===== src/hdl/qed_pkg.sv =====
// Shared types and constants for the quadrature encoder decoder.
`timescale 1ns / 1ps

package qed_pkg;

    // Configuration register indexes (byte address is four times the index)
    localparam int unsigned CfgAddrWidth = 4;
    localparam logic [1:0] REG_DEBOUNCE  = 2'd0;
    localparam logic [1:0] REG_THRESHOLD = 2'd1;
    localparam logic [1:0] REG_FAST_STEP = 2'd2;
    localparam logic [1:0] REG_ACCEL     = 2'd3;

    localparam logic [7:0]  DEBOUNCE_RESET  = 8'd200;
    localparam logic [31:0] THRESHOLD_RESET = 32'd100;
    localparam logic [6:0]  FAST_STEP_RESET = 7'd4;
    localparam logic        ACCEL_RESET     = 1'b1;

    // Event codes as reported on event_code
    localparam logic [2:0] EV_NONE     = 3'd0;
    localparam logic [2:0] EV_CW       = 3'd1;
    localparam logic [2:0] EV_CW_FAST  = 3'd2;
    localparam logic [2:0] EV_CCW      = 3'd3;
    localparam logic [2:0] EV_CCW_FAST = 3'd4;

    typedef enum logic [2:0] {
        ST_IDLE   = 3'b001,
        ST_AFIRST = 3'b010,
        ST_BFIRST = 3'b100
    } decode_state_t;

    typedef enum logic [1:0] {
        DIR_NONE = 2'd0,
        DIR_CW   = 2'd1,
        DIR_CCW  = 2'd2
    } dir_t;

    typedef struct packed {
        logic [7:0]  debounce_ticks;
        logic [31:0] fast_threshold_ms;
        logic [6:0]  fast_step;
        logic        accel_on;
    } cfg_t;

    typedef struct packed {
        logic        phase_a;
        logic        phase_b;
        logic [31:0] now_ms;
        logic        take_event;
        logic        take_delta;
        logic        zero_position;
    } in_item_t;

    typedef struct packed {
        logic [2:0]         event_code;
        logic signed [31:0] position_out;
        logic signed [31:0] delta_out;
    } out_item_t;

endpackage


===== src/hdl/qed_stream_if.sv =====
// Valid/ready channel interfaces for sampling ticks and results.
`timescale 1ns / 1ps

interface qed_in_if;
    import qed_pkg::*;
    logic     valid;
    logic     ready;
    in_item_t payload;

    modport source (output valid, output payload, input ready);
    modport sink (input valid, input payload, output ready);
endinterface

interface qed_out_if;
    import qed_pkg::*;
    logic      valid;
    logic      ready;
    out_item_t payload;

    modport source (output valid, output payload, input ready);
    modport sink (input valid, input payload, output ready);
endinterface


===== src/hdl/qed_regs.sv =====
// APB-style configuration register file.
`timescale 1ns / 1ps

module qed_regs
    import qed_pkg::*;
(
    input  logic                    clk,
    input  logic                    rst_n,
    input  logic                    psel,
    input  logic                    penable,
    input  logic                    pwrite,
    input  logic [CfgAddrWidth-1:0] paddr,
    input  logic [31:0]             pwdata,
    output logic [31:0]             prdata,
    output logic                    pready,
    output cfg_t                    cfg
);

    cfg_t       cfg_reg;
    logic [1:0] reg_index;
    logic       wr_en;

    assign pready    = 1'b1;
    assign reg_index = paddr[CfgAddrWidth-1:2];
    assign wr_en     = psel && penable && pwrite;
    assign cfg       = cfg_reg;

    always_ff @(posedge clk or negedge rst_n)
    begin
        if (!rst_n)
        begin
            cfg_reg.debounce_ticks    <= DEBOUNCE_RESET;
            cfg_reg.fast_threshold_ms <= THRESHOLD_RESET;
            cfg_reg.fast_step         <= FAST_STEP_RESET;
            cfg_reg.accel_on          <= ACCEL_RESET;
        end
        else if (wr_en)
        begin
            case (reg_index)
                REG_DEBOUNCE:  cfg_reg.debounce_ticks    <= pwdata[7:0];
                REG_THRESHOLD: cfg_reg.fast_threshold_ms <= pwdata;
                REG_FAST_STEP: cfg_reg.fast_step         <= pwdata[6:0];
                REG_ACCEL:     cfg_reg.accel_on          <= pwdata[0];
                default: ;
            endcase
        end
    end

    always_comb
    begin
        case (reg_index)
            REG_DEBOUNCE:  prdata = {24'd0, cfg_reg.debounce_ticks};
            REG_THRESHOLD: prdata = cfg_reg.fast_threshold_ms;
            REG_FAST_STEP: prdata = {25'd0, cfg_reg.fast_step};
            REG_ACCEL:     prdata = {31'd0, cfg_reg.accel_on};
            default:       prdata = 32'd0;
        endcase
    end

endmodule


===== src/hdl/qed_core.sv =====
// Input register, decoder state update and result register.
`timescale 1ns / 1ps

module qed_core
    import qed_pkg::*;
(
    input  logic          clk,
    input  logic          rst_n,
    input  cfg_t          cfg,
    qed_in_if.sink        in_ch,
    qed_out_if.source     out_ch
);

    // Input stage
    logic          in_valid_reg;
    in_item_t      in_item_reg;
    // Result stage
    logic          out_valid_reg;
    out_item_t     out_item_reg;

    // Decoder state
    decode_state_t dstate_reg, dstate_next;
    logic          prev_a_reg, prev_a_next;
    logic          prev_b_reg, prev_b_next;
    logic [7:0]    settle_reg, settle_next;
    dir_t          pending_reg, pending_next;
    logic [31:0]   pos_reg, pos_next, pos_upd;
    logic [31:0]   delta_reg, delta_next, delta_upd;
    logic [31:0]   last_time_reg, last_time_next;
    logic [2:0]    latched_reg, latched_next, latched_upd;
    logic [2:0]    event_out;

    logic          advance;
    logic          fire;
    logic          fast;
    logic [31:0]   step;
    logic [31:0]   interval;
    logic [7:0]    arm_count;
    logic          a_in, b_in;

    assign advance      = !out_valid_reg || out_ch.ready;
    assign fire         = advance && in_valid_reg;
    assign in_ch.ready  = !in_valid_reg || advance;
    assign out_ch.valid = out_valid_reg;
    assign out_ch.payload = out_item_reg;

    assign a_in      = in_item_reg.phase_a;
    assign b_in      = in_item_reg.phase_b;
    assign interval  = in_item_reg.now_ms - last_time_reg;
    assign fast      = interval < cfg.fast_threshold_ms;
    assign step      = (fast && cfg.accel_on) ? {25'd0, cfg.fast_step} : 32'd1;
    // A zero settle time is treated as one tick.
    assign arm_count = (cfg.debounce_ticks == 8'd0) ? 8'd1 : cfg.debounce_ticks;

    always_comb
    begin
        dstate_next    = dstate_reg;
        prev_a_next    = prev_a_reg;
        prev_b_next    = prev_b_reg;
        settle_next    = settle_reg;
        pending_next   = pending_reg;
        pos_upd        = pos_reg;
        delta_upd      = delta_reg;
        last_time_next = last_time_reg;
        latched_upd    = latched_reg;

        if (settle_reg != 8'd0)
        begin
            settle_next = settle_reg - 8'd1;
            if (settle_next == 8'd0 && pending_reg != DIR_NONE)
            begin
                last_time_next = in_item_reg.now_ms;
                pending_next   = DIR_NONE;
                if (pending_reg == DIR_CW)
                begin
                    pos_upd     = pos_reg + step;
                    delta_upd   = delta_reg + step;
                    latched_upd = fast ? EV_CW_FAST : EV_CW;
                end
                else
                begin
                    pos_upd     = pos_reg - step;
                    delta_upd   = delta_reg - step;
                    latched_upd = fast ? EV_CCW_FAST : EV_CCW;
                end
            end
        end
        else
        begin
            case (dstate_reg)
                ST_AFIRST:
                begin
                    if (a_in != prev_a_reg)
                    begin
                        // A moved again before B: start over from the current levels.
                        prev_a_next = a_in;
                        prev_b_next = b_in;
                        dstate_next = ST_IDLE;
                    end
                    else if (b_in != prev_b_reg)
                    begin
                        if (a_in == b_in)
                        begin
                            pending_next = DIR_CW;
                            settle_next  = arm_count;
                            dstate_next  = ST_IDLE;
                        end
                        prev_b_next = b_in;
                    end
                end
                ST_BFIRST:
                begin
                    if (b_in != prev_b_reg)
                    begin
                        prev_a_next = a_in;
                        prev_b_next = b_in;
                        dstate_next = ST_IDLE;
                    end
                    else if (a_in != prev_a_reg)
                    begin
                        if (a_in == b_in)
                        begin
                            pending_next = DIR_CCW;
                            settle_next  = arm_count;
                            dstate_next  = ST_IDLE;
                        end
                        prev_a_next = a_in;
                    end
                end
                default:
                begin
                    if (a_in != prev_a_reg)
                    begin
                        prev_a_next = a_in;
                        dstate_next = ST_AFIRST;
                    end
                    else if (b_in != prev_b_reg)
                    begin
                        prev_b_next = b_in;
                        dstate_next = ST_BFIRST;
                    end
                end
            endcase
        end

        // Queries see the state after this tick's update.
        event_out    = in_item_reg.take_event ? latched_upd : EV_NONE;
        latched_next = in_item_reg.take_event ? EV_NONE : latched_upd;
        pos_next     = in_item_reg.zero_position ? 32'd0 : pos_upd;
        delta_next   = in_item_reg.take_delta ? 32'd0 : delta_upd;
    end

    always_ff @(posedge clk or negedge rst_n)
    begin
        if (!rst_n)
        begin
            in_valid_reg  <= 1'b0;
            out_valid_reg <= 1'b0;
            dstate_reg    <= ST_IDLE;
            prev_a_reg    <= 1'b1;
            prev_b_reg    <= 1'b1;
            settle_reg    <= 8'd0;
            pending_reg   <= DIR_NONE;
            pos_reg       <= 32'd0;
            delta_reg     <= 32'd0;
            last_time_reg <= 32'd0;
            latched_reg   <= EV_NONE;
        end
        else
        begin
            if (in_ch.ready)
            begin
                in_valid_reg <= in_ch.valid;
            end
            if (advance)
            begin
                out_valid_reg <= in_valid_reg;
            end
            if (fire)
            begin
                dstate_reg    <= dstate_next;
                prev_a_reg    <= prev_a_next;
                prev_b_reg    <= prev_b_next;
                settle_reg    <= settle_next;
                pending_reg   <= pending_next;
                pos_reg       <= pos_next;
                delta_reg     <= delta_next;
                last_time_reg <= last_time_next;
                latched_reg   <= latched_next;
            end
        end
    end

    always_ff @(posedge clk)
    begin
        if (in_ch.ready && in_ch.valid)
        begin
            in_item_reg <= in_ch.payload;
        end
        if (fire)
        begin
            out_item_reg.event_code   <= event_out;
            out_item_reg.position_out <= pos_upd;
            out_item_reg.delta_out    <= delta_upd;
        end
    end

endmodule


===== src/hdl/quadrature_encoder_decoder_unit.sv =====
// Top level of the quadrature encoder decoder.
//
//  Channel  Direction  Carries
//  in_ch    sink       one sampling tick: phases, now_ms, query flags
//  out_ch   source     one result per tick: event_code, position_out, delta_out
//  APB      slave      four configuration registers at byte addresses 0, 4, 8, 12
//
// Each tick is held in the input register and then in the result register; one tick is taken
// per cycle while the output is not stalled, and the decoder state registers are updated as
// each tick moves from the input register into the result register.
// A stalled output holds its result while one further tick waits in the input register.
// Reset is asynchronous and active low; it restores register defaults and decoder state.
`timescale 1ns / 1ps

module quadrature_encoder_decoder_unit
    import qed_pkg::*;
(
    input  logic                    clk,
    input  logic                    rst_n,
    qed_in_if.sink                  in_ch,
    qed_out_if.source               out_ch,
    input  logic                    psel,
    input  logic                    penable,
    input  logic                    pwrite,
    input  logic [CfgAddrWidth-1:0] paddr,
    input  logic [31:0]             pwdata,
    output logic [31:0]             prdata,
    output logic                    pready
);

    cfg_t cfg;

    qed_regs u_regs (
        .clk     (clk),
        .rst_n   (rst_n),
        .psel    (psel),
        .penable (penable),
        .pwrite  (pwrite),
        .paddr   (paddr),
        .pwdata  (pwdata),
        .prdata  (prdata),
        .pready  (pready),
        .cfg     (cfg)
    );

    qed_core u_core (
        .clk    (clk),
        .rst_n  (rst_n),
        .cfg    (cfg),
        .in_ch  (in_ch),
        .out_ch (out_ch)
    );

endmodule


===== src/flat_wrapper.sv =====
// flat-port wrapper written by rule: the top's interface ports become plain ports
module quadrature_encoder_decoder_unit_flat import qed_pkg::*;
  (clk, rst_n, psel, penable, pwrite, paddr, pwdata, prdata, pready, in_ch_valid, in_ch_payload, in_ch_ready, out_ch_valid, out_ch_payload, out_ch_ready);
  qed_in_if in_ch_i ();
  qed_out_if out_ch_i ();
  input  logic clk;
  input  logic rst_n;
  input  logic psel;
  input  logic penable;
  input  logic pwrite;
  input  logic [CfgAddrWidth-1:0] paddr;
  input  logic [31:0] pwdata;
  output logic [31:0] prdata;
  output logic pready;
  input wire logic [$bits(in_ch_i.valid)-1:0] in_ch_valid;
  input wire logic [$bits(in_ch_i.payload)-1:0] in_ch_payload;
  output wire logic [$bits(in_ch_i.ready)-1:0] in_ch_ready;
  output wire logic [$bits(out_ch_i.valid)-1:0] out_ch_valid;
  output wire logic [$bits(out_ch_i.payload)-1:0] out_ch_payload;
  input wire logic [$bits(out_ch_i.ready)-1:0] out_ch_ready;
  assign in_ch_i.valid = in_ch_valid;
  assign in_ch_i.payload = in_ch_payload;
  assign in_ch_ready = in_ch_i.ready;
  assign out_ch_valid = out_ch_i.valid;
  assign out_ch_payload = out_ch_i.payload;
  assign out_ch_i.ready = out_ch_ready;
  quadrature_encoder_decoder_unit u_core (.clk(clk), .rst_n(rst_n), .in_ch(in_ch_i), .out_ch(out_ch_i), .psel(psel), .penable(penable), .pwrite(pwrite), .paddr(paddr), .pwdata(pwdata), .prdata(prdata), .pready(pready));
endmodule

===== config.mk =====
export PLATFORM = sky130hd
export DESIGN_NAME = quadrature_encoder_decoder_unit_flat
export DESIGN_NICKNAME = d
export VERILOG_FILES = /design/src/hdl/qed_pkg.sv /design/src/hdl/qed_stream_if.sv /design/src/hdl/qed_regs.sv /design/src/hdl/qed_core.sv /design/src/hdl/quadrature_encoder_decoder_unit.sv /design/src/flat_wrapper.sv
export SDC_FILE = /design/constraint.sdc
export NUM_CORES = 1
export LEC_CHECK = 0
export BUFFER_PORTS_ARGS = -buffer_cell sky130_fd_sc_hd__clkbuf_2
export CORE_UTILIZATION = 50
export DETAILED_ROUTE_END_ITERATION = 6
export PLACE_DENSITY = 0.7
export SYNTH_ARGS = -nofsm -noshare
export SYNTH_HDL_FRONTEND = slang
export SYNTH_SLANG_ARGS = --single-unit

===== constraint.sdc =====
create_clock -name clk -period 12.35 [get_ports clk]
set_clock_uncertainty 0.1 [all_clocks]
set_input_delay 3.0875 -clock clk [delete_from_list [all_inputs] [get_ports clk]]
set_output_delay 3.0875 -clock clk [all_outputs]
set_load 0.1 [all_outputs]

== After elaboration in Yosys (flattened, before gate mapping) ==
Index checks and enable logic that the tools add are counted.
Word-level totals
  input port bits: 80
  word-level logic and storage cells: 124
  output and inout bits: 102
  bits in registers: 268
Operators by class
  multiplexer cells: 48
  reduce and logical (&&, ||, !) cells: 27
  equal/unequal tests: 17
  add/subtract/negate cells: 6
  magnitude comparators: 1
  bitwise logic cells: 1
Operator list (count)
  2-to-1 mux 32 bit: 8
  one-hot mux 32 bit (4 select lines): 1
  adder 32 x 7 -> 32 bit: 2
  subtractor 32 x 7 -> 32 bit: 2
  2-to-1 mux 8 bit: 7
  2-to-1 mux 3 bit: 12
  less-than comparator 32 bit: 1
  subtractor 32 bit: 1
  2-to-1 mux 2 bit: 9
  inequality test 3 bit (second input constant): 6
  logical NOT 8 bit: 2
  one-hot mux 8 bit (2 select lines): 1
  AND reduction 2 bit: 5
  AND reduction 3 bit: 3
  AND reduction 9 bit: 1
  nonzero test 8 bit: 1
  subtractor 8 x 1 -> 8 bit (second input constant): 1
  2-to-1 mux 7 bit: 1
  logical AND 1 bit: 6
  2-to-1 mux 1 bit: 6
  one-hot mux 3 bit (2 select lines): 1
  AND reduction 6 bit: 1
  == test 2 x 1 -> 1 bit (second input constant): 2
  == test 2 bit (second input constant): 2
  14 further kinds: 18

== Logic depth before layout (Yosys ltp) ==
Gate-level depths: netlist (run 1).
  depth after elaboration: 9
  depth in mapped cells: 50

== Modules after synthesis ==
From an unflattened synthesis (run 1), not the netlist that was laid out.
Unflattened totals
  cell total of the unflattened synthesis: 1663
  area total of the unflattened synthesis: 16620.9 µm²
By module, submodules not included
  qed_core: area each 14315.0 µm², times used 1, cells an instance 1503, sequential area each 6029.5 µm²
  qed_regs: area each 2306.0 µm², times used 1, cells an instance 160, sequential area each 1211.2 µm²

== Worst setup path after synthesis (run 1) ==
No wires, ideal clock.
  kind: reg2reg
  from: register u_core.u_core.in_item_reg[3] in the netlist's numbering
  to: register u_core.u_core.out_item_reg (netlist bit u_core.u_core.out_ch.payload[59]), data pin
  stages on the path, launching flop included: 50
  buffers on the path: 4
  slack: 3.003 ns
  setup time: 0.260 ns
  arrival: 8.988 ns
  data required time: 11.990 ns
  cells stage by stage: edfxtp_1 > inv_1 > ha_1 > inv_1 > fa_1 > a21o_1 > a21oi_1 > o21bai_1 > a2111oi_0 > o21ba_2 > o31ai_1 > a221oi_1 > a21oi_1 > and2_1 > o21a_1 > o21ai_0 > a31oi_1 > xor2_1 > [14 not listed] > a21oi_4 > inv_2 > buf_6 > buf_2 > buf_2 > ha_1 > a21o_1 > a21oi_1 > a21boi_1 > o21a_2 > o21bai_2 > o2111ai_2 > nand2_2 > a41o_1 > maj3_2 > a41oi_1 > xnor2_1 > mux2_2
Between the ends
  longest elaborated chain between the ends: 8
RTL lines
  start: declaration: line qed_core.sv:16  | in_item_t in_item_reg;
  start signal: assignment: line qed_core.sv:198  | in_item_reg <= in_ch.payload;
  subtractor 32 bit *: line qed_core.sv:49  | assign interval = in_item_reg.now_ms - last_time_reg;
  less-than comparator 32 bit *: line qed_core.sv:50  | assign fast = interval < cfg.fast_threshold_ms;
  logical AND 1 bit *: line qed_core.sv:51  | assign step = (fast && cfg.accel_on) ? {25'd0, cfg.fast_step} : 32'd1;
  2-to-1 mux 7 bit *: line qed_core.sv:51
  subtractor 32 x 7 -> 32 bit or adder 32 x 7 -> 32 bit (tied branches): line qed_core.sv:82, qed_core.sv:76
  2-to-1 mux 32 bit *: line qed_core.sv:74  | if (pending_reg == DIR_CW)
  2-to-1 mux 32 bit *: line qed_core.sv:70  | if (settle_next == 8'd0 && pending_reg != DIR_NONE)
  2-to-1 mux 32 bit *: line qed_core.sv:67  | if (settle_reg != 8'd0)
  via u_core.u_core.pos_upd[27]: line qed_core.sv:27  | logic [31:0] pos_reg, pos_next, pos_upd;
  end: declaration: line qed_core.sv:19  | out_item_t out_item_reg;
Mark *: on every way through the listed nets, which the timed path passes. The rest lies on a longest branch.
A chain may end at the register's enable or synchronous reset.

== Final worst setup path (run 1) ==
  from: register u_core.u_core.in_item_reg[3] in the netlist's numbering
  to: register u_core.u_core.out_item_reg (netlist bit u_core.u_core.out_ch.payload[27]), data pin
Between the ends
  longest elaborated chain between the ends: 8
RTL lines
  subtractor 32 bit *: line qed_core.sv:49
  less-than comparator 32 bit *: line qed_core.sv:50
  logical AND 1 bit *: line qed_core.sv:51
  2-to-1 mux 7 bit *: line qed_core.sv:51
  subtractor 32 x 7 -> 32 bit or adder 32 x 7 -> 32 bit (tied branches): line qed_core.sv:83, qed_core.sv:77
  2-to-1 mux 32 bit *: line qed_core.sv:74
  2-to-1 mux 32 bit *: line qed_core.sv:70
  2-to-1 mux 32 bit *: line qed_core.sv:67
  via u_core.u_core.delta_upd[27]: line qed_core.sv:28  | logic [31:0] delta_reg, delta_next, delta_upd;
Marked as above.

==> results of run 1 <==
-- path summary, 6_finish.rpt --
| kind | start | to | slack, ps |
|---|---|---|---|
| max | u_core.u_core.in_item_reg[3] | u_core.u_core.out_ch.payload[27] | 1340 |
| min | u_core.u_core.prev_a_reg | u_core.u_core.prev_a_reg | 390 |
| max reg2reg | u_core.u_core.in_item_reg[3] | u_core.u_core.out_ch.payload[27] | 1340 |
| min reg2reg | u_core.u_core.prev_a_reg | u_core.u_core.prev_a_reg | 390 |
| max in group asynchronous | rst_n | u_core.u_core.last_time_reg[28] | 8060 |
| min in group asynchronous | rst_n | u_core.u_core.delta_reg[3] | 2520 |
-- final cells by class --
cell class	count	area (µm²)	share of cell area
clock buffer	36	805	0.0433
clock inverter	20	285	0.0154
sequential	268	7240	0.390
timing repair buffer	193	1010	0.0544
multi-input combinational	1224	8310	0.448
inverter	111	418	0.0225
tap	402	503	0.0271
-- critical path, delay by kind of cell, from the launching register on --
kind            cells  cell delay (ps)
compound gates     22             5520
simple gates       10             2120
fa+ha+maj           6             1930
flops               1              350
xor+xnor            2              320
mux                 1              270
buf+inv             2              140
-- power by group through the flow --
| stage | Clock, W | Combinational [W] | Sequential (W) |
|---|---|---|---|
| final | 0.000973 | 0.00147 | 0.00113 |
| after global routing | 0.00103 | 0.00163 | 0.00115 |
| after CTS | 0.000997 | 0.00147 | 0.00113 |
| after detailed placement | 0 | 0.00146 | 0.00115 |
| after global placement | 0 | 0.00142 | 0.00114 |
| after floorplan | 0 | 0.00103 | 0.00127 |
-- cell usage in the layout (no fill, tap or decap), drive strengths merged, types with 9 or more instances in the layout --
cell type,Yosys,routed
a211oi,11,11
a21o,37,37
a21oi,94,94
a22o,51,51
a31oi,14,14
and2,31,31
and3,10,10
buf,8,16
clkbuf,53,213
clkinv,0,11
dfrtp,153,153
dfstp,11,11
edfxtp,104,104
ha,126,126
inv,111,111
maj3,11,11
mux2,26,26
mux2i,9,9
nand2,253,253
nand2b,16,16
nand3,21,21
nand4,9,9
nor2,74,74
nor2b,23,23
nor3,20,20
o211ai,12,12
o21a,14,14
o21ai,159,159
o21bai,11,11
o31ai,18,18
xnor2,66,66
xor2,25,25
-- cells by family (layout without fill, tap and decap cells) --
group / count (synthesis) / after routing / synth area share
simple gates: 485 / 485 / 0.136
compound gates: 471 / 471 / 0.193
flops: 268 / 268 / 0.447
buf+inv: 172 / 360 / 0.0407
fa+ha+maj: 140 / 140 / 0.108
xor+xnor: 91 / 91 / 0.0493
mux: 36 / 36 / 0.0251
other cells: 1 / 1 / 0.000232
-- per-stage QoR --
step / hold slack (ps) / utilization / worst slack [ps]
after floorplan: 349 / - / 3000
after global placement: 360 / 0.551 / 1610
after detailed placement: 381 / 0.551 / 1430
after CTS: 390 / 0.586 / 1370
after global routing: 399 / 0.586 / 652
final: 385 / 0.586 / 1340
-- metal layers --
| metal | global-route usage | routed length [µm] |
|---|---|---|
| met1 | 0.292 | 16700 |
| met2 | 0.397 | 17600 |
| met3 | 0.0321 | 1610 |
| met4 | 0.0541 | 704 |
| met5 | 0 | 15 |
==> run summary, run 1 <==
crit path launch type - register
Combinational Power Share - 0.410
row cnt - 65
Leakage - 8.65 nW
Initial Util - 0.510
Final Power - 0.00357 W
sw frac - 0.394
Final Routed Wirelength - 36,700 µm
root buffer cell - clkbuf_16
RSZ-0062 raised after global routing - false
worst vdd ir - 112 µV
Total GRT Usage - 0.225
status - complete, no violations
Ys Warns - 0
Max Fclk - 0.0908 GHz
Most used DFF post-synth - dfrtp_1
antenna diode count - 0
Flop pwr share - 0.317
initial DRC count - 628
PD cells - 192 nW/µm²
share of the synthesized area in the top cell type - 0.237
I/O Pins - 182
Post-DP HPWL - 25,700 µm
First-pass DRT Iterations - 5
# fillers - 2,716
Synth Area per Inst - 9.72 µm²
P_sw - 0.00141 W
peak fanout along the critical path - 12
Synth Cell Area - 16,200 µm²
Setup CP Type - register to register
GPL Wtd Cong - 0.904
Vias - 12,500
Crit. End Element - register
Clock Power Share - 0.273
final-stage net count - 2,037
CP max stage delay - 700 ps
Tmin final - 11,010 ps
area of the core - 31,700 µm²
EDFF count, synth - 104
Largest register FFs - 67
largest net degree at the start of global routing - 91
via/cell ratio - 5.55
Final period util - 0.892
WL/cell - 16.3 µm
Hold Path Class - register to register
Post-Layout Cell Count - 2,254
worst-margin pin slew - 1170 ps
die extent in y - 182 µm
flops & latches, synth - 268
Final ANT Viol Nets - 0
Synth top cells by count - nand2_1 (252), dfrtp_1 (153), o21ai_0 (152), ha_1 (126), inv_1 (110)
vias in the first global route - 12,400
Cells after DPL - 2,198
post_cts resized - 0
most used cell along the critical path - ha_1
initial antenna violation count - 1
layout cells sized above 1 - 0.174
Fin Setup TNS - 0 ps
final hold violations - 0
max cap viols - 0
async set-or-reset flop fraction in the synthesized netlist - 0.612
worst skew pair latency - 560 ps
post-synth cell types - 86
syn_nets - 1,873
DRC - 0
Clock Path Buffers - 3
total gr overflow - 0
DIE AREA - 33,100 µm²
Min-Delay Path Depth - 2
leading cell type by number of instances after synthesis - nand2_1
first-pass GRT wire length - 61,000 µm
slew margin rel. - 0.216
Reg clk slew, reported paths - 60 ps
Mapped Cells - 1,664
fin. max-slew vios - 0
final setup fails - 0
post-synth top area cell - dfrtp_1
crit path DAT - 11,210 ps
placed cell area - 17,500 µm²
Non-Filler Cell Area, Final - 18,600 µm²
sequential fraction of the synthesis area - 0.447
die width - 182 µm
Area Overhead vs Synth - 14.8%
Clock H-tree levels - 1
post-CTS repair timing setup buffer count - 0
CTS Buf Count - 30
Worst Reg-to-Reg Cells - 43
# hold bufs at CTS - 0
CTS Sinks - 268
count of buffers from port buffering - 178
Power Internal - 0.00216 W
CTS tree - built
CP max stage cell - a2111oi_0
Worst EP required - 12,550 ps
ranking of synthesized cells by area - dfrtp_1 (24%), edfxtp_1 (19%), ha_1 (9.7%), nand2_1 (5.8%), o21ai_0 (4.7%)
Power figures use the tool's default switching activity.
==> run 2, diff against run 1 <==
--- a/config.mk
+++ b/config.mk
@@ -7,6 +7,7 @@
 export LEC_CHECK = 0
 export BUFFER_PORTS_ARGS = -buffer_cell sky130_fd_sc_hd__clkbuf_2
 export CORE_UTILIZATION = 50
+export CTS_BUF_LIST = sky130_fd_sc_hd__clkbuf_8 sky130_fd_sc_hd__clkbuf_16
 export DETAILED_ROUTE_END_ITERATION = 6
 export PLACE_DENSITY = 0.7
 export SYNTH_ARGS = -nofsm -noshare
==> run summary, run 2 (same netlist as run 1, synthesis figures left out) <==
crit path DAT - 11,210 ps (about the same)
DRC - 0 (unchanged)
fin. max-slew vios - 0 (unchanged)
layout cells sized above 1 - 0.174 (unchanged)
most used cell along the critical path - ha_1 (unchanged)
DIE AREA - 33,100 µm² (unchanged)
CP max stage cell - a2111oi_0 (unchanged)
WL/cell - 16.3 µm (about the same)
CTS Buf Count - 30 (unchanged)
Vias - 12,500 (about the same)
worst-margin pin slew - 1180 ps (was 1170 ps)
Leakage - 8.67 nW (was 8.65 nW)
count of buffers from port buffering - 178 (unchanged)
peak fanout along the critical path - 12 (unchanged)
Area Overhead vs Synth - 14.8% (unchanged)
First-pass DRT Iterations - 6 (was 5)
DR WL met2 - 17,700 µm (was 17,600 µm)
Clock H-tree levels - 1 (unchanged)
CP max stage delay - 690 ps (was 700 ps)
Setup CP Type - register to register (unchanged)
RSZ-0062 raised after global routing - false (unchanged)
met3 routed WL - 1500 µm (was 1610 µm)
most common library cell in the layout ignoring fill and taps - nand2_1 (unchanged)
Tmin final - 11,010 ps (about the same)
Post-DP HPWL - 25,700 µm (unchanged)
final-stage net count - 2,037 (unchanged)
Initial Util - 0.510 (unchanged)
commonest non-fill, non-tap cells in the layout - nand2_1 (251), clkbuf_2 (177), dfrtp_1 (153), o21ai_0 (152), ha_1 (126) (unchanged)
vias in the first global route - 12,400 (unchanged)
first-pass GRT wire length - 61,000 µm (unchanged)
Non-Filler Cell Area, Final - 18,600 µm² (unchanged)
Post-Layout Cell Count - 2,254 (unchanged)
total gr overflow - 0 (unchanged)
Final period util - 0.892 (about the same)
row cnt - 65 (unchanged)
Crit. End Element - register (unchanged)
Final ANT Viol Nets - 0 (unchanged)
Largest register FFs - 67 (unchanged)
worst skew pair latency - 560 ps (about the same)
area of the core - 31,700 µm² (unchanged)
initial antenna violation count - 1 (unchanged)
Total GRT Usage - 0.225 (unchanged)
post-CTS repair timing setup buffer count - 0 (unchanged)
Hold Path Class - register to register (unchanged)
# hold bufs at CTS - 0 (unchanged)
CP top delay family - compound AO/OA/AOI/OAI gates (unchanged)
CTS Sinks - 268 (unchanged)
highest routing layer actually used - met5 (unchanged)
Fin Setup TNS - 0 ps (unchanged)
# fillers - 2,716 (unchanged)
PD cells - 192 nW/µm² (about the same)
antenna diode count - 0 (unchanged)
GPL Wtd Cong - 0.904 (unchanged)
M1 WL - 16,800 µm (was 16,700 µm)
crit path launch type - register (unchanged)
via/cell ratio - 5.54 (was 5.55)
die extent in y - 182 µm (unchanged)
post_cts resized - 0 (unchanged)
Worst EP required - 12,550 ps (about the same)
Worst R2R Setup Slack - 1340 ps (about the same)
root buffer cell - clkbuf_16 (unchanged)
Max Fclk - 0.0908 GHz (about the same)
largest net degree at the start of global routing - 91 (unchanged)
Cells after DPL - 2,198 (unchanged)
Buf/Inv on CP - 2 (unchanged)
CTS tree - built (unchanged)
die width - 182 µm (unchanged)
slew margin rel. - 0.207 (was 0.216)
I/O Pins - 182 (unchanged)
status - complete, no violations (unchanged)
final hold violations - 0 (unchanged)
worst vdd ir - 112 µV (about the same)
Reg clk slew, reported paths - 60 ps (about the same)
max cap viols - 0 (unchanged)
Final Routed Wirelength - 36,700 µm (about the same)
Final Power - 0.00357 W (about the same)
final setup fails - 0 (unchanged)
Clock Path Buffers - 3 (unchanged)
initial DRC count - 630 (was 628)
placed cell area - 17,500 µm² (unchanged)
run 2: changes by cell type in the layout (fill, tap and decap cells not counted), sizes merged:
cell,before,now
inv,111,115
clkbuf,213,209
run 2: layout make-up:
cell class / instances / area, µm² / area share
clock buffers: 32 / 790 / 0.0425
well taps: 402 / 503 / 0.0271
flip-flops and latches: 268 / 7240 / 0.390
inverters: 111 / 418 / 0.0225
multi-input cells: 1224 / 8310 / 0.448
clock inverters: 24 / 300 / 0.0162
repair buffers: 193 / 1010 / 0.0544
run 2: final timing paths:
| path | from | endpoint | cells after the start |
|---|---|---|---|
| min in group asynchronous | rst_n | u_core.u_core.delta_reg[3] | 1 |
| setup / recovery | u_core.u_core.in_item_reg[3] | u_core.u_core.out_ch.payload[27] | 43 |
| max in group asynchronous | rst_n | u_core.u_core.last_time_reg[28] | 2 |
| setup reg to reg | u_core.u_core.in_item_reg[3] | u_core.u_core.out_ch.payload[27] | 43 |
| hold reg to reg | u_core.u_core.prev_a_reg | u_core.u_core.prev_a_reg | 2 |
| hold / removal | u_core.u_core.prev_a_reg | u_core.u_core.prev_a_reg | 2 |
run 2: per-layer routing:
| metal | track usage | vias up |
|---|---|---|
| li1 | - | 6264 |
| met1 | 0.292 | 5912 |
| met2 | 0.397 | 272 |
| met3 | 0.0321 | 43 |
| met4 | 0.0541 | 2 |
| met5 | 0 | - |
run 2: worst min-delay path: cells and delay by family (launching register included):
family,cells,cell delay [ps]
flops,1,380
simple gates,1,50
compound gates,1,50
run 2: metrics by stage:
stage,utilization,setup slack [ps],hold slack [ps]
global placement,0.551,1610,360
floorplan,-,3000,349
detailed placement,0.551,1430,381
finish,0.586,1340,385
global route,0.586,652,399
CTS,0.586,1370,390
run 2: power breakdown:
part / switching (W) / internal, W / leakage, nW / total [W]
registers: 0.0000781 / 0.00105 / 3.02 / 0.00113
clock network: 0.000364 / 0.000606 / 0.549 / 0.000970
logic: 0.000966 / 0.000500 / 5.10 / 0.00147
total: 0.00141 / 0.00216 / 8.67 / 0.00357
==> run 3, diff against run 2 <==
--- a/config.mk
+++ b/config.mk
@@ -6,10 +6,12 @@
 export NUM_CORES = 1
 export LEC_CHECK = 0
 export BUFFER_PORTS_ARGS = -buffer_cell sky130_fd_sc_hd__clkbuf_2
-export CORE_UTILIZATION = 50
+export CELL_PAD_IN_SITES_DETAIL_PLACEMENT = 1
+export CELL_PAD_IN_SITES_GLOBAL_PLACEMENT = 1
+export CORE_UTILIZATION = 46
 export CTS_BUF_LIST = sky130_fd_sc_hd__clkbuf_8 sky130_fd_sc_hd__clkbuf_16
 export DETAILED_ROUTE_END_ITERATION = 6
-export PLACE_DENSITY = 0.7
+export PLACE_DENSITY_LB_ADDON = 0.1
 export SYNTH_ARGS = -nofsm -noshare
 export SYNTH_HDL_FRONTEND = slang
 export SYNTH_SLANG_ARGS = --single-unit
==> run summary, run 3 (same netlist as run 1, synthesis figures left out) <==
final setup fails - 0 (unchanged)
via/cell ratio - 5.60 (was 5.54)
PD cells - 194 nW/µm² (was 192 nW/µm²)
Leakage - 8.69 nW (was 8.67 nW)
WL/cell - 18.4 µm (was 16.3 µm)
# hold bufs at CTS - 0 (unchanged)
status - complete, no violations (unchanged)
final-stage net count - 2,040 (was 2,037)
row cnt - 68 (was 65)
Worst Hold Launch - u_core.u_core.latched_reg[1] (was u_core.u_core.prev_a_reg)
Worst EP required - 12,530 ps (was 12,550 ps)
Power Internal - 0.00215 W (was 0.00216 W)
Levels on crit path - 43 (unchanged)
M1 WL - 19,000 µm (was 16,800 µm)
worst skew pair latency - 540 ps (was 560 ps)
RR Startpoint - u_core.u_core.in_item_reg[3] (unchanged)
final hold slack - 392 ps (was 385 ps)
antenna diode count - 0 (unchanged)
Clock Path Buffers - 3 (unchanged)
Worst R2R Setup Slack - 1290 ps (was 1340 ps)
Post-DP HPWL - 30,000 µm (was 25,700 µm)
Final ANT Viol Nets - 0 (unchanged)
crit path launch type - register (unchanged)
area of the core - 34,500 µm² (was 31,700 µm²)
initial antenna violation count - 1 (unchanged)
I/O Pins - 182 (unchanged)
CTS tree - built (unchanged)
Final Routed Wirelength - 42,600 µm (was 36,700 µm)
post_cts resized - 0 (unchanged)
Max Fclk - 0.0904 GHz (was 0.0908 GHz)
total gr overflow - 0 (unchanged)
Flop pwr share - 0.315 (was 0.317)
peak fanout along the critical path - 12 (unchanged)
RSZ-0062 raised after global routing - false (unchanged)
commonest non-fill, non-tap cells in the layout - nand2_1 (251), clkbuf_2 (177), dfrtp_1 (153), o21ai_0 (152), ha_1 (126) (unchanged)
Vias - 12,900 (was 12,500)
root buffer cell - clkbuf_16 (unchanged)
crit path DAT - 11,240 ps (was 11,210 ps)
die width - 190 µm (was 182 µm)
Fin Setup TNS - 0 ps (unchanged)
CP top delay family - compound AO/OA/AOI/OAI gates (unchanged)
sw frac - 0.406 (was 0.394)
max cap viols - 0 (unchanged)
layout cells sized above 1 - 0.172 (was 0.174)
Crit. End Element - register (unchanged)
worst-margin pin slew - 1260 ps (was 1180 ps)
final hold violations - 0 (unchanged)
slew margin rel. - 0.153 (was 0.207)
Tmin final - 11,060 ps (was 11,010 ps)
CP max stage cell - a2111oi_0 (unchanged)
worst vdd ir - 135 µV (was 112 µV)
Total GRT Usage - 0.244 (was 0.225)
Buf/Inv on CP - 2 (unchanged)
RR Endpoint - u_core.u_core.out_ch.payload[27] (unchanged)
Area Overhead vs Synth - 15.2% (was 14.8%)
pre-CTS setup slack - 1320 ps (was 1430 ps)
count of buffers from port buffering - 178 (unchanged)
first-pass GRT wire length - 70,000 µm (was 61,000 µm)
largest net degree at the start of global routing - 93 (was 91)
CTS Buf Count - 34 (was 30)
die extent in y - 190 µm (was 182 µm)
area of the multi-input gates - 8310 µm² (about the same)
Reg clk slew, reported paths - 60 ps (about the same)
vias in the first global route - 13,500 (was 12,400)
CP max stage delay - 630 ps (was 690 ps)
met3 routed WL - 1650 µm (was 1500 µm)
CTS Sinks - 268 (unchanged)
First-pass DRT Iterations - 4 (was 6)
Min-Delay Path Depth - 1 (was 2)
crit path from - u_core.u_core.in_item_reg[3] (unchanged)
Worst Reg-to-Reg Cells - 43 (unchanged)
most common library cell in the layout ignoring fill and taps - nand2_1 (unchanged)
Combinational Power Share - 0.416 (was 0.411)
Register Area - 7240 µm² (unchanged)
Largest register FFs - 67 (unchanged)
highest routing layer actually used - met4 (was met5)
Setup CP Type - register to register (unchanged)
final worst slack - 1290 ps (was 1340 ps)
Clock H-tree levels - 2 (was 1)
initial DRC count - 516 (was 630)
DRC - 0 (unchanged)
Hold Path Class - register to register (unchanged)
# fillers - 3,947 (was 2,716)
P_sw - 0.00146 W (was 0.00141 W)
most used cell along the critical path - ha_1 (unchanged)
Initial Util - 0.468 (was 0.510)
Hold Path End - u_core.u_core.latched_reg[1] (was u_core.u_core.prev_a_reg)
fin. max-slew vios - 0 (unchanged)
DIE AREA - 35,900 µm² (was 33,100 µm²)
Final period util - 0.896 (was 0.892)
post-CTS repair timing setup buffer count - 0 (unchanged)
GPL Wtd Cong - 0.854 (was 0.904)
DR WL met2 - 20,800 µm (was 17,700 µm)
Clock Power Share - 0.270 (was 0.272)
==> run 3: worst reg2reg max path: cells and delay by family (launching register included) <==
| family | cells | cell delay [ps] |
|---|---|---|
| buffers and inverters | 2 | 140 |
| muxes | 1 | 270 |
| AOI/OAI and AO/OA | 22 | 5520 |
| xor gates and xnor gates | 2 | 320 |
| DFF | 1 | 350 |
| adders and majority gates | 6 | 1960 |
| and+or+nand+nor | 10 | 2180 |
==> run 3: power by group through the flow <==
stage | clock network, W | registers (W) | logic [W]
floorplan | 0 | 0.00127 | 0.00103
global route | 0.00103 | 0.00115 | 0.00166
detailed placement | 0 | 0.00115 | 0.00150
global placement | 0 | 0.00114 | 0.00145
CTS | 0.00100 | 0.00114 | 0.00151
finish | 0.000973 | 0.00114 | 0.00150
==> run 3: layout make-up <==
class,instances,share of cell area
Multi-Input combinational cell,1224,0.446
Sequential cell,268,0.388
Timing Repair Buffer,192,0.0538
Clock buffer,42,0.0534
Tap cell,455,0.0305
Inverter,111,0.0224
Clock inverter,19,0.00571
==> run 3: metal layers <==
layer | vias up | track usage
met2 | 222 | 0.422
met3 | 78 | 0.0373
met1 | 6372 | 0.310
li1 | 6267 | -
met5 | - | 0
met4 | 0 | 0.0875
==> run 3: worst max-delay path by stage <==
stage | slack (ps) | endpoint
finish | 1290 | u_core.u_core.out_ch.payload[27]
global route | 510 | u_core.u_core.out_ch.payload[27]
CTS | 1260 | u_core.u_core.out_ch.payload[27]
detailed placement | 1320 | u_core.u_core.out_ch.payload[27]
global placement | 1500 | u_core.u_core.out_ch.payload[27]
floorplan | 3000 | u_core.u_core.out_ch.payload[59]
==> run 3: per-stage QoR <==
stage / total power [W] / util / cells / cell area, µm²
after floorplan: 0.00230 / - / 1664 / 16200
after global placement: 0.00260 / 0.508 / 2250 / 17500
after detailed placement: 0.00265 / 0.508 / 2250 / 17500
after CTS: 0.00365 / 0.540 / 2311 / 18600
after global routing: 0.00383 / 0.540 / 2311 / 18600
final: 0.00361 / 0.540 / 2311 / 18600
